==> config.mk <==
export PLATFORM = sky130hd
export DESIGN_NAME = midpoint_line_rasterizer_top
export DESIGN_NICKNAME = d
export VERILOG_FILES = /design/src/hdl/mlr_pkg.sv /design/src/hdl/mlr_front.sv /design/src/hdl/mlr_cmd_queue.sv /design/src/hdl/mlr_back.sv /design/src/hdl/midpoint_line_rasterizer_top.sv
export SDC_FILE = /design/constraint.sdc
export NUM_CORES = 1
export LEC_CHECK = 0
export BUFFER_PORTS_ARGS = -buffer_cell sky130_fd_sc_hd__buf_2
export CAP_MARGIN = 20
export CELL_PAD_IN_SITES_DETAIL_PLACEMENT = 0
export CELL_PAD_IN_SITES_GLOBAL_PLACEMENT = 2
export CORE_MARGIN = 4
export CORE_UTILIZATION = 42
export DETAILED_ROUTE_END_ITERATION = 10
export PLACE_DENSITY_LB_ADDON = 0.1
export SETUP_SLACK_MARGIN = 0.4
export SLEW_MARGIN = 10
export SYNTH_ARGS = -nofsm -noshare
export SYNTH_HDL_FRONTEND = slang
export SYNTH_SLANG_ARGS = --single-unit
export TNS_END_PERCENT = 10
==> constraint.sdc <==
create_clock -name clock -period 8.2 [get_ports clock]
set_input_delay 2.05 -clock clock [delete_from_list [all_inputs] [get_ports clock]]
set_output_delay 2.05 -clock clock [all_outputs]
set_load 0.01 [all_outputs]
==> src/hdl/mlr_pkg.sv <==
// Shared types and constants for the midpoint line rasteriser.
// Used by every module of the block; depends on nothing.
package mlr_pkg;

   // Coordinate width, the width of the midpoint decision terms and the command queue depth
   localparam int COORD_BITS      = 12;
   localparam int DEC_BITS        = COORD_BITS + 3;
   localparam int CMD_QUEUE_DEPTH = 2;

   typedef logic signed [COORD_BITS-1:0] coord_type;
   typedef logic        [COORD_BITS-1:0] ucoord_type;
   typedef logic signed [DEC_BITS-1:0]   dec_type;

   typedef enum logic {
      OP_LOAD = 1'b0,
      OP_STEP = 1'b1
   } op_type;

   // Octants, counted anticlockwise from the shallow +x/+y one
   typedef enum logic [2:0] {
      OCT_0 = 3'd0,
      OCT_1 = 3'd1,
      OCT_2 = 3'd2,
      OCT_3 = 3'd3,
      OCT_4 = 3'd4,
      OCT_5 = 3'd5,
      OCT_6 = 3'd6,
      OCT_7 = 3'd7
   } octant_type;

   typedef struct packed {
      op_type    opcode;
      coord_type start_x;
      coord_type start_y;
      coord_type end_x;
      coord_type end_y;
   } req_type;

   typedef struct packed {
      coord_type pixel_x;
      coord_type pixel_y;
      logic      last_pixel;
   } rsp_type;

   // Classified command passed from front to back
   typedef struct packed {
      op_type     opcode;
      octant_type octant;
      ucoord_type major_start;
      ucoord_type minor_start;
      ucoord_type major_len;
      ucoord_type minor_len;
   } cmd_type;

endpackage

==> src/hdl/mlr_front.sv <==
// Front end: classifies each incoming item and folds a load into octant 0.
// Depends on mlr_pkg.
module mlr_front
   import mlr_pkg::*;
(
   input  logic    push,
   output logic    full,
   input  req_type req_data,
   input  logic    queue_full,
   output logic    cmd_push,
   output cmd_type cmd
);

   logic signed [COORD_BITS:0] dx;
   logic signed [COORD_BITS:0] dy;
   logic        [COORD_BITS:0] adx_w;
   logic        [COORD_BITS:0] ady_w;
   ucoord_type                 adx;
   ucoord_type                 ady;
   ucoord_type                 x0;
   ucoord_type                 y0;
   ucoord_type                 nx0;
   ucoord_type                 ny0;
   logic                       x_fwd;
   logic                       y_fwd;
   logic                       x_gt;

   // Handshake towards the queue
   assign full     = queue_full;
   assign cmd_push = push && !queue_full;

   // Deltas and their magnitudes; a magnitude always fits the coordinate width
   always_comb begin
      dx    = (COORD_BITS+1)'(req_data.end_x) - (COORD_BITS+1)'(req_data.start_x);
      dy    = (COORD_BITS+1)'(req_data.end_y) - (COORD_BITS+1)'(req_data.start_y);
      adx_w = dx[COORD_BITS] ? (COORD_BITS+1)'(-dx) : (COORD_BITS+1)'(dx);
      ady_w = dy[COORD_BITS] ? (COORD_BITS+1)'(-dy) : (COORD_BITS+1)'(dy);
      adx   = adx_w[COORD_BITS-1:0];
      ady   = ady_w[COORD_BITS-1:0];
      x0    = ucoord_type'(req_data.start_x);
      y0    = ucoord_type'(req_data.start_y);
      nx0   = ucoord_type'(0) - x0;
      ny0   = ucoord_type'(0) - y0;
      x_fwd = req_data.end_x >= req_data.start_x;
      y_fwd = req_data.end_y >= req_data.start_y;
      x_gt  = req_data.end_x > req_data.start_x;
   end

   // Octant choice and mirroring of the start point
   always_comb begin
      cmd.opcode = req_data.opcode;
      if (adx >= ady) begin
         cmd.major_len = adx;
         cmd.minor_len = ady;
         priority if (x_fwd && y_fwd) begin
            cmd.octant = OCT_0; cmd.major_start = x0;  cmd.minor_start = y0;
         end else if (x_fwd) begin
            cmd.octant = OCT_7; cmd.major_start = x0;  cmd.minor_start = ny0;
         end else if (y_fwd) begin
            cmd.octant = OCT_3; cmd.major_start = nx0; cmd.minor_start = y0;
         end else begin
            cmd.octant = OCT_4; cmd.major_start = nx0; cmd.minor_start = ny0;
         end
      end else begin
         cmd.major_len = ady;
         cmd.minor_len = adx;
         priority if (y_fwd && x_fwd) begin
            cmd.octant = OCT_1; cmd.major_start = y0;  cmd.minor_start = x0;
         end else if (y_fwd) begin
            cmd.octant = OCT_2; cmd.major_start = y0;  cmd.minor_start = nx0;
         end else if (x_gt) begin
            cmd.octant = OCT_6; cmd.major_start = ny0; cmd.minor_start = x0;
         end else begin
            cmd.octant = OCT_5; cmd.major_start = ny0; cmd.minor_start = nx0;
         end
      end
   end

endmodule

==> src/hdl/mlr_cmd_queue.sv <==
// Short command queue between the front and back ends.
// Depends on mlr_pkg.
module mlr_cmd_queue
   import mlr_pkg::*;
#(
   parameter int DEPTH = CMD_QUEUE_DEPTH
) (
   input  logic    clock,
   input  logic    reset,
   input  logic    wr_en,
   input  cmd_type wr_data,
   output logic    full,
   output logic    rd_valid,
   input  logic    rd_en,
   output cmd_type rd_data
);

   localparam int PTR_BITS = (DEPTH > 1) ? $clog2(DEPTH) : 1;
   localparam int CNT_BITS = $clog2(DEPTH + 1);

   cmd_type               slots_ff [DEPTH];
   logic [PTR_BITS-1:0]   wr_ptr_ff, wr_ptr_in;
   logic [PTR_BITS-1:0]   rd_ptr_ff, rd_ptr_in;
   logic [CNT_BITS-1:0]   count_ff,  count_in;
   logic                  do_wr;
   logic                  do_rd;

   assign full     = count_ff == CNT_BITS'(DEPTH);
   assign rd_valid = count_ff != '0;
   assign rd_data  = slots_ff[rd_ptr_ff];
   assign do_wr    = wr_en && !full;
   assign do_rd    = rd_en && rd_valid;

   // Pointer and fill-count update
   always_comb begin
      wr_ptr_in = wr_ptr_ff;
      rd_ptr_in = rd_ptr_ff;
      count_in  = count_ff;
      if (do_wr) begin
         wr_ptr_in = (wr_ptr_ff == PTR_BITS'(DEPTH - 1)) ? '0 : wr_ptr_ff + 1'b1;
      end
      if (do_rd) begin
         rd_ptr_in = (rd_ptr_ff == PTR_BITS'(DEPTH - 1)) ? '0 : rd_ptr_ff + 1'b1;
      end
      unique case ({do_wr, do_rd})
         2'b10:   count_in = count_ff + 1'b1;
         2'b01:   count_in = count_ff - 1'b1;
         default: count_in = count_ff;
      endcase
   end

   always_ff @(posedge clock) begin
      if (reset) begin
         wr_ptr_ff <= '0;
         rd_ptr_ff <= '0;
         count_ff  <= '0;
      end else begin
         wr_ptr_ff <= wr_ptr_in;
         rd_ptr_ff <= rd_ptr_in;
         count_ff  <= count_in;
      end
   end

   // Storage
   always_ff @(posedge clock) begin
      if (do_wr) begin
         slots_ff[wr_ptr_ff] <= wr_data;
      end
   end

endmodule

==> src/hdl/mlr_back.sv <==
// Back end: walks the midpoint decision in octant 0 and maps pixels back.
// Holds the line state and the result register. Depends on mlr_pkg.
module mlr_back
   import mlr_pkg::*;
(
   input  logic    clock,
   input  logic    reset,
   input  logic    cmd_valid,
   input  cmd_type cmd,
   output logic    cmd_pop,
   output logic    empty,
   input  logic    pop,
   output rsp_type rsp_data
);

   octant_type  octant_ff,        octant_in;
   ucoord_type  walk_major_ff,    walk_major_in;
   ucoord_type  walk_minor_ff,    walk_minor_in;
   ucoord_type  major_limit_ff,   major_limit_in;
   dec_type     decision_ff,      decision_in;
   dec_type     step_east_ff,     step_east_in;
   dec_type     step_diagonal_ff, step_diagonal_in;
   logic        line_active_ff,   line_active_in;
   logic        out_valid_ff,     out_valid_in;
   rsp_type     out_data_ff,      out_data_in;

   logic        is_step;
   logic        out_free;
   logic        emit;
   logic        do_load;
   dec_type     minor2;
   dec_type     len2;
   dec_type     len1;
   ucoord_type  px;
   ucoord_type  py;
   ucoord_type  neg_major;
   ucoord_type  neg_minor;

   // Transfer control: loads and idle steps never wait on the result side
   assign is_step  = cmd.opcode == OP_STEP;
   assign out_free = !out_valid_ff || pop;
   assign emit     = cmd_valid && is_step && line_active_ff && out_free;
   assign do_load  = cmd_valid && !is_step;
   assign cmd_pop  = cmd_valid && (!is_step || !line_active_ff || out_free);
   assign empty    = !out_valid_ff;
   assign rsp_data = out_data_ff;

   // Decision terms for a new line
   assign minor2 = dec_type'({cmd.minor_len, 1'b0});
   assign len2   = dec_type'({cmd.major_len, 1'b0});
   assign len1   = dec_type'(cmd.major_len);

   // Map the current point back out of octant 0
   assign neg_major = ucoord_type'(0) - walk_major_ff;
   assign neg_minor = ucoord_type'(0) - walk_minor_ff;

   always_comb begin
      unique case (octant_ff)
         OCT_0:   begin px = walk_major_ff; py = walk_minor_ff; end
         OCT_1:   begin px = walk_minor_ff; py = walk_major_ff; end
         OCT_2:   begin px = neg_minor;     py = walk_major_ff; end
         OCT_3:   begin px = neg_major;     py = walk_minor_ff; end
         OCT_4:   begin px = neg_major;     py = neg_minor;     end
         OCT_5:   begin px = neg_minor;     py = neg_major;     end
         OCT_6:   begin px = walk_minor_ff; py = neg_major;     end
         default: begin px = walk_major_ff; py = neg_minor;     end
      endcase
   end

   // Line state update; a load and a pixel step never coincide
   always_comb begin
      octant_in        = octant_ff;
      walk_major_in    = walk_major_ff;
      walk_minor_in    = walk_minor_ff;
      major_limit_in   = major_limit_ff;
      decision_in      = decision_ff;
      step_east_in     = step_east_ff;
      step_diagonal_in = step_diagonal_ff;
      line_active_in   = line_active_ff;
      if (do_load) begin
         octant_in        = cmd.octant;
         walk_major_in    = cmd.major_start;
         walk_minor_in    = cmd.minor_start;
         major_limit_in   = cmd.major_len;
         decision_in      = minor2 - len1;
         step_east_in     = minor2;
         step_diagonal_in = minor2 - len2;
         line_active_in   = 1'b1;
      end else if (emit) begin
         if (major_limit_ff == '0) begin
            line_active_in = 1'b0;
         end else begin
            if (decision_ff[DEC_BITS-1]) begin
               decision_in = decision_ff + step_east_ff;
            end else begin
               decision_in   = decision_ff + step_diagonal_ff;
               walk_minor_in = walk_minor_ff + 1'b1;
            end
            walk_major_in  = walk_major_ff + 1'b1;
            major_limit_in = major_limit_ff - 1'b1;
         end
      end
   end

   // Result register
   always_comb begin
      out_data_in  = out_data_ff;
      out_valid_in = out_valid_ff;
      if (emit) begin
         out_data_in.pixel_x    = coord_type'(px);
         out_data_in.pixel_y    = coord_type'(py);
         out_data_in.last_pixel = major_limit_ff == '0;
         out_valid_in           = 1'b1;
      end else if (pop) begin
         out_valid_in = 1'b0;
      end
   end

   always_ff @(posedge clock) begin
      if (reset) begin
         octant_ff        <= OCT_0;
         walk_major_ff    <= '0;
         walk_minor_ff    <= '0;
         major_limit_ff   <= '0;
         decision_ff      <= '0;
         step_east_ff     <= '0;
         step_diagonal_ff <= '0;
         line_active_ff   <= 1'b0;
         out_valid_ff     <= 1'b0;
      end else begin
         octant_ff        <= octant_in;
         walk_major_ff    <= walk_major_in;
         walk_minor_ff    <= walk_minor_in;
         major_limit_ff   <= major_limit_in;
         decision_ff      <= decision_in;
         step_east_ff     <= step_east_in;
         step_diagonal_ff <= step_diagonal_in;
         line_active_ff   <= line_active_in;
         out_valid_ff     <= out_valid_in;
      end
   end

   always_ff @(posedge clock) begin
      out_data_ff <= out_data_in;
   end

endmodule

==> src/hdl/midpoint_line_rasterizer_top.sv <==
// Midpoint line rasteriser, eight octants, endpoint inclusive.
// Items enter as a queue: push/full with req_data. A load item (opcode 0)
// latches two endpoints and gives no pixel; a step item (opcode 1) gives the
// next pixel of the active line, last_pixel marking the end point. Steps
// with no active line are dropped.
// Results leave as a queue: empty/pop with rsp_data, oldest first.
// A step is classified combinationally into the command queue; the walker then
// registers its pixel in the result register.
// Throughput: one item per cycle while the result register is free or popped;
// the walker updates its decision term on each pixel step. Loads and idle steps never wait for the result side.
// When pop is held low the result register holds its pixel, the walker stops
// at the next active step, the two-entry command queue fills and full rises.
// Synchronous reset empties the queue and result register and leaves no line
// active. Depends on mlr_pkg, mlr_front, mlr_cmd_queue and mlr_back.
module midpoint_line_rasterizer_top
   import mlr_pkg::*;
#(
   parameter int QUEUE_DEPTH = CMD_QUEUE_DEPTH
) (
   input  logic    clock,
   input  logic    reset,
   input  logic    push,
   output logic    full,
   input  req_type req_data,
   output logic    empty,
   input  logic    pop,
   output rsp_type rsp_data
);

   logic    queue_full;
   logic    cmd_push;
   cmd_type cmd_in;
   logic    cmd_valid;
   logic    cmd_pop;
   cmd_type cmd_out;

   // Classification
   mlr_front u_front (
      .push       (push),
      .full       (full),
      .req_data   (req_data),
      .queue_full (queue_full),
      .cmd_push   (cmd_push),
      .cmd        (cmd_in)
   );

   // Decoupling queue
   mlr_cmd_queue #(
      .DEPTH (QUEUE_DEPTH)
   ) u_queue (
      .clock    (clock),
      .reset    (reset),
      .wr_en    (cmd_push),
      .wr_data  (cmd_in),
      .full     (queue_full),
      .rd_valid (cmd_valid),
      .rd_en    (cmd_pop),
      .rd_data  (cmd_out)
   );

   // Line walker
   mlr_back u_back (
      .clock     (clock),
      .reset     (reset),
      .cmd_valid (cmd_valid),
      .cmd       (cmd_out),
      .cmd_pop   (cmd_pop),
      .empty     (empty),
      .pop       (pop),
      .rsp_data  (rsp_data)
   );

endmodule

Word-level counts from Yosys, hierarchy flattened
Memories as Yosys holds them, arrays and structs flattened. A register that Yosys moved wholly into a read port is not among the register bits.
Index checks and enable logic that the tools add are counted.
- mux-type cells: 37
- reduce and logical (&&, ||, !) cells: 32
- bitwise logic cells: 0
- multipliers: 0
- $lt $le $gt $ge: 4
- add/sub/neg operators: 19
- shift operators: 0
- equal/unequal tests: 11
- div/mod/pow operators: 0
- operator list (kind ; count):
    12-bit 2-to-1 mux ; 12
    27-bit 2-to-1 mux ; 5
    12-bit case mux with 3 select lines ; 2
    15-bit 2-to-1 mux ; 4
    51-bit 2-to-1 mux ; 1
    1-bit by 12-bit subtractor with 12-bit output, first input constant ; 4
    12-bit greater-or-equal comparator ; 3
    26-bit 2-to-1 mux ; 1
    12-bit by 12-bit subtractor with 13-bit output ; 2
    12-bit by 1-bit adder with 12-bit output, second input constant ; 2
    12-bit negation ; 2
    15-bit by 14-bit adder with 15-bit output ; 1
    15-bit adder ; 1
    13-bit by 12-bit subtractor with 14-bit output ; 1
    13-bit by 13-bit subtractor with 14-bit output ; 1
    12-bit > comparator ; 1
    12-bit zero test ; 1
    2-bit OR reduction ; 6
    12-bit by 1-bit subtractor with 12-bit output, second input constant ; 1
    1-bit 2-to-1 mux ; 11
    2-bit nonzero test ; 5
    3-bit equality test, second input constant ; 3
    1-bit logical AND ; 9
    3-bit by 2-bit equality test with 1-bit output, second input constant ; 2
    14 further kinds ; 22
- input port bits: 53
- flip-flop bits (word level): 112
- output and inout port bits: 27
- memories kept: 1
- bits in writable memories: 104
- bits in read-only memories: 0
- bits in latches: 0
- word-level logic and storage cells: 119
- memory list (memory ; words ; width ; rd ports ; clocked after memory_dff ; write ports ; RTL line ; RTL):
    u_queue.slots_ff ; 2 ; 52 ; 1 ; 1 ; 1 ; mlr_cmd_queue.sv:21 ; cmd_type slots_ff [DEPTH];

Logic depth before layout (Yosys ltp)
- depth in word-level cells: 7
- depth in mapped cells: 20
- gate-level depth less buffers: 18

Modules after synthesis
A second synthesis with hierarchy kept.
- cell total of the unflattened synthesis: 1688
- area total of the unflattened synthesis: 15336.0 sq um
- by module, submodules not included (module ; area an instance (sq um) ; instances ; cells an instance ; sequential area each (sq um)):
    mlr_back ; 7749.9 ; 1 ; 966 ; 2352.3
    mlr_cmd_queue ; 3965.1 ; 1 ; 188 ; 3223.1
    mlr_front ; 3621.0 ; 1 ; 534 ; 0.0

Worst setup path before layout
No wires, ideal clock.
- path type: input to register
- from: input req_data[12] in the netlist's numbering
- to: memory u_queue.slots_ff[0][17] in the netlist's numbering (data pin)
- setup time: 0.280 ns
- path buffers: 1
- data arrival time: 5.812 ns
- path slack: 2.108 ns
- cell stages on the path: 16
- data required time: 7.920 ns
- cells stage by stage: inv_1 > ha_1 > fa_1 > nor2b_1 > o31a_1 > o2111ai_1 > a31oi_1 > mux2i_1 > ha_1 > a21o_1 > a21o_1 > a21oi_1 > o211ai_1 > a31oi_1 > clkbuf_1 > mux2i_1
- RTL lines (element ; RTL line ; RTL):
    start: declaration ; midpoint_line_rasterizer_top.sv:24 ; input req_type req_data,
    end: declaration ; mlr_cmd_queue.sv:21 ;

==> impl_metrics.tcl <==
set metrics [dict create \
    synth_ff_type "edfxtp_1" \
    synth.top_cell.area_share 0.264 \
    design.final.nets 1742 \
    via_count 11436 \
    grt_max_degree 87 \
    drtIter0Drc 721 \
    antenna_found_initial 0 \
    dp_hpwl_um 28400 \
    avgSynthCellArea_um2 9.36 \
    grt-ovfl-total 0 \
    slew_viol_final 0 \
    hold_class "flop to flop" \
    clkSinkCount 214 \
    synthTopCellsByCount "nor2_1 (146), edfxtp_1 (129), xnor2_1 (108), nand2_1 (107), a21oi_1 (95)" \
    drc_errors 0 \
    ctsResizeCount 0 \
    clock_skew_ns 0.0223 \
    syn-num-nets 1708 \
    cts_tree "yes" \
    cts_buffer_depth 3 \
    worstPathRequired_ns 8.47 \
    cts_root_buf "clkbuf_16" \
    dr.pass1.iters 5 \
    cp-end-kind "flop" \
    rsz0062_at_grt "false" \
    grt-busiest-layer "met2" \
    syn_to_final_growth_pct 10.6 \
    ys_seq_area_frac 0.380 \
    synthXorXnorAreaFrac 0.0931 \
    critPathArrivalTime_ns 6.81 \
    crit_path_start_kind "input port" \
    grt_pass1_vias 10848 \
    synth_top_family_by_area "simple AND/OR/NAND/NOR gates" \
    ant_nets 0 \
    post-route-period-util 0.797 \
    cts_buffers 25 \
    grtUsageTotal 0.194 \
    synth_adder_area_share 0.0776 \
    yosys.area.top_type "edfxtp_1" \
    portBuffers 79 \
    outcome "finished, final reports clean" \
    max-slew-margin-rel 0.300 \
    hold_viol 0 \
    n_antenna_cell 0 \
    wl_um 38000 \
    synth_compound_area_frac 0.158 \
    drive_gt1_frac 0.119 \
    rows 68 \
    p_per_area_mw_per_mm2 381 \
    synth_most_common_cell "nor2_1" \
    vias_per_cell 5.51 \
    groute.layer.met3.usage 0.0177 \
    maxCapViolations 0 \
    grtUsageMet2 0.299 \
    ys_ff_latch 214 \
    postSynth.asyncResetShare 0 \
    grt_pass1_wl_um 60600 \
    cts_setup_buffers 0 \
    synthesis.area_mm2 0.0147 \
    die-width_um 195 \
    die_y_um 195 \
    initial_core_util 0.425 \
    fp.coreArea_mm2 0.0345 \
    tns_ns 0 \
    finalSetupViolCount 0 \
    peakVddDrop_mv 0.216 \
    period_minus_slack_ns 6.53 \
    power.total_uw 6180 \
    grt_use_met1 0.298 \
    netlist_top_cells_area "edfxtp_1 (26%), dfxtp_1 (12%), ha_1 (7.1%), xnor2_1 (6.4%), mux2i_1 (4.9%)" \
    h-tree-depth 1 \
    worstMarginPinSlew_ns 1.05 \
    cts_hold_buf 0 \
    wl_per_cell_um 18.3 \
    timing.fmax_ghz 0.153 \
    critPathMaxFanout 41 \
    synth_cell_types 73 \
    cts.clk_slew.worst_paths_ns 0.06 \
    synth-edff-count 129 \
    yosys_warnings 0 \
    place_congestion 0.855 \
    ios 80 \
    leakage_uw 0.00616 \
    synthMuxAreaShare 0.0875 \
    critical_path_class "input port to flop" \
    die-area_mm2 0.0380 \
    worstSkewPairLatency_ns 0.53 \
    synth_simple_gate_area_frac 0.163 \
    syn_inst 1567 \
]
==> worst paths after layout <==
path                                                     startpoint                              endpoint  slack, ns  cells past startpoint
worst max-delay path                                   req_data[24]     u_queue.slots_ff[1][49]$_DFFE_PP_       1.67                     16
worst min-delay path            u_back.step_east_ff[4]$_SDFFE_PP0P_   u_back.step_east_ff[4]$_SDFFE_PP0P_       0.45                      2
worst max register to register                                 flop  u_back.walk_minor_ff[9]$_SDFFE_PP0P_       3.41                     12
worst min register to register  u_back.step_east_ff[4]$_SDFFE_PP0P_   u_back.step_east_ff[4]$_SDFFE_PP0P_       0.45                      2
==> cell families after synthesis <==
| logic type | Yosys count |
|---|---|
| flops | 214 |
| xor+xnor | 156 |
| buf+inv | 159 |
| compound gates | 349 |
| fa+ha+maj | 88 |
| mux | 110 |
| simple gates | 491 |
==> critical path, cell delays in order <==
cell      delay (ns)
buf_2           0.13
ha_1            0.23
fa_1            0.40
nand2b_1        0.19
a211oi_1        0.39
o21ai_0         0.18
o21ai_1         0.57
o21ai_0         0.32
ha_1            0.35
a21o_1          0.10
a21o_1          0.10
a21oi_1         0.07
o211ai_1        0.32
a31o_2          0.91
nor3_1          0.23
a21o_1          0.24
==> layout by cell type (no fill, tap or decap), drive strengths merged, types with 25 or more instances in the layout <==
master  Yosys  layout
a211oi     70      70
a21oi      95      95
buf        14      94
clkbuf     73      37
dfxtp      85      85
edfxtp    129     129
ha         83      83
inv        72      74
mux2       26      26
mux2i      72      72
nand2     107     107
nand2b     26      26
nand3      25      25
nor2      146     146
nor2b      31      31
nor3       62      62
o21ai      61      61
xnor2     108     108
xor2       48      48
==> layer usage <==
metal,part of all wire,routed length [um],vias up
met5,0,0,-
met1,0.50,19100,5361
met4,0.017,648,0
li1,-,-,5791
met3,0.041,1540,39
met2,0.44,16600,245
==> stage by stage <==
stage | area (um2) | instances | util | hold slack [ns] | setup slack, ns
detailed placement | 15500 | 2029 | 0.448 | 0.444 | 1.18
CTS | 16200 | 2075 | 0.470 | 0.453 | 1.74
global placement | 15500 | 2029 | 0.448 | 0.441 | 1.19
finish | 16200 | 2075 | 0.470 | 0.452 | 1.67
floorplan | 14700 | 1567 | - | 0.429 | 2.11
global route | 16200 | 2075 | 0.470 | 0.470 | 1.35
==> where the power goes <==
part	internal (uW)	switching, uW	total, uW
sequential	1590	209	1800
combinational	1370	1970	3340
clock	613	425	1040
==> layout make-up <==
cell class,count,area (um2)
Inverter,72,270
Sequential cell,214,5580
Clock buffer,37,691
Clock inverter,9,72.6
Fill cell,3374,18300
Multi-Input combinational cell,1194,8540
Timing Repair Buffer,94,508
Tap cell,455,569
==> state kept, by name, summed over array words and instances, names as in the netlist, named ones only <==
register,count
u_back.decision_ff,14
u_back.line_active_ff,1
u_back.major_limit_ff,12
u_back.octant_ff,3
u_back.out_valid_ff,1
u_back.rsp_data,25
u_back.step_diagonal_ff,13
u_back.step_east_ff,12
u_back.walk_major_ff,12
u_back.walk_minor_ff,12
u_queue.count_ff,2
u_queue.rd_ptr_ff,1
u_queue.slots_ff,104
u_queue.wr_ptr_ff,1
Note: power is estimated with default switching activity, not from simulation.
